[src/rtl/diamond_square_heightmap_defines.svh]
// Assertion macros used by the height map RTL.
`ifndef DIAMOND_SQUARE_HEIGHTMAP_DEFINES_SVH
`define DIAMOND_SQUARE_HEIGHTMAP_DEFINES_SVH

// Checks a consequence in the same cycle as its antecedent.
`define DSH_ASSERT_NOW(lbl, ante, cons, msg) \
  lbl: assert property (@(posedge clk) disable iff (!rst_n) (ante) |-> (cons)) \
    else $error(msg);

// Checks a consequence in the cycle after its antecedent.
`define DSH_ASSERT_NEXT(lbl, ante, cons, msg) \
  lbl: assert property (@(posedge clk) disable iff (!rst_n) (ante) |=> (cons)) \
    else $error(msg);

`endif

[src/rtl/dsh_pkg.sv]
// Shared constants, action codes and helpers of the height map generator.
package dsh_pkg;

  localparam int HEIGHT_W        = 16;
  localparam int RAND_W          = 8;
  localparam int COORD_IN_W      = 7;
  localparam int GRID_SIZE_DEF   = 65;
  localparam int QUEUE_DEPTH_DEF = 1024;
  localparam int SCALE_Q16       = 38968;

  localparam logic [1:0] ACT_STEP    = 2'd0;
  localparam logic [1:0] ACT_READ    = 2'd1;
  localparam logic [1:0] ACT_RESTART = 2'd2;

  localparam logic CFG_MIN = 1'b0;
  localparam logic CFG_MAX = 1'b1;

  // Clamps a wide signed value into the signed 16-bit height range.
  function automatic logic signed [15:0] sat16(input logic signed [19:0] v);
    logic signed [15:0] res;
    if (v > 20'sd32767) begin
      res = 16'sh7fff;
    end else if (v < -20'sd32768) begin
      res = 16'sh8000;
    end else begin
      res = 16'(v);
    end
    return res;
  endfunction

endpackage

[src/rtl/dsh_calc.sv]
// Height arithmetic for one centre or edge midpoint of a region.
module dsh_calc (
  input  logic signed [17:0] sum_i,
  input  logic               centre_i,
  input  logic signed [23:0] prod_i,
  output logic signed [15:0] height_o
);
  import dsh_pkg::*;

  logic signed [17:0] avg;
  logic signed [24:0] rsum;
  logic signed [17:0] rnd;
  logic signed [19:0] v;

  // The centre averages four corners and subtracts twice the scaled offset;
  // an edge averages two corners and adds the offset. Rounding is half up.
  always_comb begin
    avg  = centre_i ? (sum_i >>> 2) : (sum_i >>> 1);
    rsum = 25'(prod_i) + (centre_i ? 25'sd64 : 25'sd128);
    rnd  = centre_i ? 18'(rsum >>> 7) : 18'(rsum >>> 8);
    v    = centre_i ? (20'(avg) - 20'(rnd)) : (20'(avg) + 20'(rnd));
    height_o = sat16(v);
  end

endmodule

[config.mk]
export PLATFORM = sky130hd
export DESIGN_NAME = dsh_calc
export DESIGN_NICKNAME = d
export VERILOG_FILES = /design/src/rtl/diamond_square_heightmap_defines.svh /design/src/rtl/dsh_pkg.sv /design/src/rtl/dsh_calc.sv
export SDC_FILE = /design/constraint.sdc
export NUM_CORES = 1
export LEC_CHECK = 0
export BUFFER_PORTS_ARGS = -buffer_cell sky130_fd_sc_hd__buf_4
export CORE_MARGIN = 3
export CORE_UTILIZATION = 52
export DETAILED_ROUTE_END_ITERATION = 12
export GPL_TIMING_DRIVEN = 1
export PLACE_DENSITY_LB_ADDON = 0.15
export SLEW_MARGIN = 20
export SYNTH_ARGS = -nofsm -noshare
export SYNTH_HDL_FRONTEND = slang
export SYNTH_SLANG_ARGS = --single-unit
[constraint.sdc]
create_clock -name vclk -period 6.1
set_input_delay 0.305 -clock vclk [all_inputs]
set_output_delay 0.305 -clock vclk [all_outputs]
set_load 0.05 [all_outputs]
# After elaboration in Yosys (flattened, before gate mapping)
# Index checks and enable logic that the tools add are counted.
[op_classes]
n_addsub = 3
n_lt_le_gt_ge = 2
mux = 6
[op_table]
columns = ["op", "count"]
rows = [
  ["16-bit 2-to-1 mux", 3],
  ["24-bit by 9-bit adder with 25-bit output", 1],
  ["20-bit by 16-bit > comparator with 1-bit output, second input constant", 1],
  ["20-bit by 16-bit < comparator with 1-bit output, second input constant", 1],
  ["20-bit 2-to-1 mux", 1],
  ["17-bit by 18-bit adder with 19-bit output", 1],
  ["17-bit by 18-bit subtractor with 19-bit output", 1],
  ["17-bit 2-to-1 mux", 1],
  ["8-bit 2-to-1 mux", 1],
]
[totals]
regBits = 0
inputBits = 43
out_inout_bits = 16
elab_cells = 11

# Longest topological paths before layout
[logic_depth]
word_depth = 8
depth_mapped = 26
ltp_nobuf = 22

# Worst setup path after synthesis
# OpenSTA, ideal clock, no wires.
[synth_timing]
path_type = "input port to output port"
from = "input centre_i"
to = "output height_o[10]"
arrival_ns = 6.161
required_time_ns = 5.795
slack_ns = -0.366
cell_stages = 26
path_cell_list = "clkbuf_1 -> clkbuf_1 -> buf_1 -> buf_1 -> and2_1 -> fa_1 -> or2b_1 -> o21ai_0 -> ha_1 -> o211a_1 -> o2111ai_1 -> a211o_1 -> nor3b_1 -> xor2_1 -> a21oi_1 -> ha_1 -> and3_1 -> nor2b_1 -> a21oi_1 -> a21boi_0 -> o21a_1 -> o221ai_1 -> o31ai_1 -> a311oi_4 -> buf_6 -> a21o_1"
[synth_between]
elab_chain_cells = 8
[synth_rtl]
columns = ["item", "line", "rtl"]
rows = [
  ["start, declared", "dsh_calc.sv:4", "input logic centre_i,"],
  ["8-bit 2-to-1 mux", "dsh_calc.sv:19", "rsum = 25'(prod_i) + (centre_i ? 25'sd64 : 25'sd128);"],
  ["24-bit by 9-bit adder with 25-bit output", "dsh_calc.sv:19", ""],
  ["17-bit 2-to-1 mux", "dsh_calc.sv:20", "rnd = centre_i ? 18'(rsum >>> 7) : 18'(rsum >>> 8);"],
  ["17-bit by 18-bit adder with 19-bit output / 17-bit by 18-bit subtractor with 19-bit output (equally long branches)", "dsh_calc.sv:21", "v = centre_i ? (20'(avg) - 20'(rnd)) : (20'(avg) + 20'(rnd));"],
  ["20-bit 2-to-1 mux *", "dsh_calc.sv:21", ""],
  ["20-bit by 16-bit < comparator with 1-bit output", "dsh_pkg.sv:23", "end else if (v < -20'sd32768) begin"],
  ["16-bit 2-to-1 mux", "dsh_pkg.sv:23", ""],
  ["16-bit 2-to-1 mux *", "dsh_pkg.sv:21", "if (v > 20'sd32767) begin"],
  ["end, declared", "dsh_calc.sv:6", "output logic signed [15:0] height_o"],
]
# Every way passes the cells marked *; elsewhere a longest branch is shown, timed or not.

# Worst setup path in the final report
[layout_timing]
from = "input centre_i"
to = "output height_o[11]"
# The elaborated chain is that of the path after synthesis.

==> metrics.txt <==
Cells on Worst Hold Path=6; die area=5630 um^2; Die Ht=about 75 um; antenna cell count=0; Max-cap violations=0; GRT Residual Overflow=0; global-route wire length before repair=about 10000 um; Via density=between 6 and 7; fin crit share=0.946; core area=~4500 um^2; critical path class=in -> out; FF/Latch Area=0 um^2; hold_ws=1.32 ns; Seq/Total Area, Yosys=0; Slowest-stage cell, CP=or3b_1; WP data required=between 5 and 6 ns; GR Util All Layers=0.213; # setup viols final=0; # port buffers=between 50 and 60; Syn Area/Cell=~7.2 um^2; pin count of the biggest net entering global routing=39; Synth Instances=roughly 340; DRT iter0 DRCs=~110; crit-path cells=buf_4 -> inv_1 -> ha_1 -> a31oi_4 -> nor4_4 -> nand3_1 -> xor2_1 -> and4bb_2 -> or3b_1 -> nor4b_1 -> a311oi_1 -> ha_1 -> a21oi_1 -> o21ai_0 -> a22oi_1 -> o211ai_1 -> a21oi_1 -> xor2_1 -> o21a_2 -> a311oi_4 -> buf_4 -> a21o_2 -> buf_4; Hold Vio Cnt, Final=0; Die X=about 75 um; cell area after synthesis=around 2500 um^2; FFs & Latches=0; Net Switching=about 0.35 mW; vias in the first global route=around 2300; Reg power frac=0; max-slew violation count=0; max incr delay on CP=0.44 ns; Max Fclk=about 170 MHz; Sw Share=0.617; critical path endpoint category=output pin; synth-to-layout area growth=20.5%; routability-driven placement congestion ratio=0.882; RSZ-0062 raised after global routing=false; clock share of power=0; Critical Path Source Type=primary input; clock period minus worst slack=between 5 and 6 ns; final WL=roughly 6400 um; Mapped Nets=408; Yosys warning count=0; setup TNS=0 ns; Initial Util=0.554; Crit Path Max Fanout=15; detailed-route DRC error count=0; Rows=24; hpwl dp=between 5000 and 6000 um; VDD IR max=between 200 and 250 uV; Power Dens Cells=approximately 190 nW/um^2; nets=roughly 460; status=finished clean; clock buf count=0; Leak Pwr=~1.3 nW; Pre-antenna DRT Iters=4; Slew HR=0.613; Arr. time, crit path=approximately 5.5 ns; distinct cell type count after synthesis=67; Post-DRT Antenna Nets=0; Internal Power=between 0.2 and 0.25 mW; initial antenna violation count=0; most used cell, CP=buf_4; worst hold path class=in -> out; IO Pins=59; Gate power share=1.000; share of cells above drive strength 1=0.268; measured slew at the worst slew-check pin=just under 0.6 ns; DR vias=around 2700; drt wl/cell=~15 um; CTS Hold Bufs=0
==> synth_stat cells, drive strengths merged (3+ instances only) <==
cell	instances	area, um^2
nor2	28	105
nand2	24	90.1
o21ai	24	124
a21o	22	165
a21oi	21	105
ha	21	263
xnor2	21	184
xor2	18	158
mux2	15	169
nor3	13	75.1
inv	12	45.0
buf	8	41.3
nand3	8	40.0
o21a	8	61.3
a21boi	6	45.0
clkbuf	6	22.5
mux2i	6	60.1
a31oi	5	46.3
and3	5	31.3
nand4	5	37.5
nor2b	5	31.3
or3	5	31.3
o21bai	4	41.3
nor4	3	40.0
o2111ai	3	26.3
o211ai	3	27.5
or2	3	18.8
==> power groups by stage <==
stage,logic (mW),registers [mW],clock network [mW]
3_3_place_gp,0.547,0,0
6_report,0.562,0,0
5_1_grt,0.605,0,0
3_5_place_dp,0.555,0,0
4_1_cts,0.557,0,0
2_1_floorplan,0.424,0,0
==> layout make-up <==
type,instances,area [um^2]
multi-input cells,316,2420
fillers,418,1490
repair buffers,60,450
well taps,52,65.1
inverters,12,45.0
==> layer usage <==
layer  vias to the layer above  part of all wire  GRT usage
met4                         0            0.0086     0.0217
met5                         -                 0          0
met3                         6             0.032    0.00267
met2                        55              0.51      0.402
li1                       1371                 -          -
met1                      1253              0.45      0.277
==> cells by family after synthesis <==
kind of cell,Yosys count,share of synthesized area
mux,21,0.0924
simple gates,114,0.249
compound gates,119,0.354
xor+xnor,39,0.138
fa+ha+maj,23,0.122
buf+inv,26,0.0439
==> cells in the final DEF, fill, tap and decap left out, drive strengths merged, types with 4 or more instances in the layout <==
master / instances
a21boi: 6
nand4: 5
xnor2: 21
or3: 5
mux2i: 6
and3: 5
o21ai: 24
nor2: 28
a31oi: 5
o21bai: 4
o21a: 8
xor2: 18
mux2: 15
inv: 12
buf: 60
ha: 21
nor3: 13
nor2b: 5
nand3: 8
nand2: 24
a21oi: 21
a21o: 22
==> metrics by stage <==
step / cells / util / worst slack (ns) / cell area [um^2] / total power, mW
after floorplan: 342 / - / 0.0462 / 2490 / 0.424
after CTS: 439 / 0.656 / 0.133 / 2930 / 0.557
final: 440 / 0.667 / 0.330 / 2980 / 0.562
after detailed placement: 439 / 0.656 / 0.145 / 2930 / 0.555
after global routing: 440 / 0.667 / 0.0619 / 2980 / 0.605
after global placement: 439 / 0.656 / 0.344 / 2930 / 0.547
==> worst max-delay path, delay by kind of cell <==
family	cells	cell delay, ns
AOI/OAI and AO/OA	10	1.80
xor gates and xnor gates	2	0.55
adders and majority gates	2	0.62
buffers and inverters	4	0.57
and+or+nand+nor	5	1.62
==> worst paths after layout <==
kind,end,slack (ns),start
worst max-delay path,height_o[11],0.33,centre_i
worst min-delay path,height_o[0],1.32,sum_i[1]
==> what timing repair did <==
item / CTS / global route
setup buffers: 0 / 1
gates resized for setup: 0 / 7
endpoints found under the setup margin: 0 / 15
(Power assumes the default switching activity.)
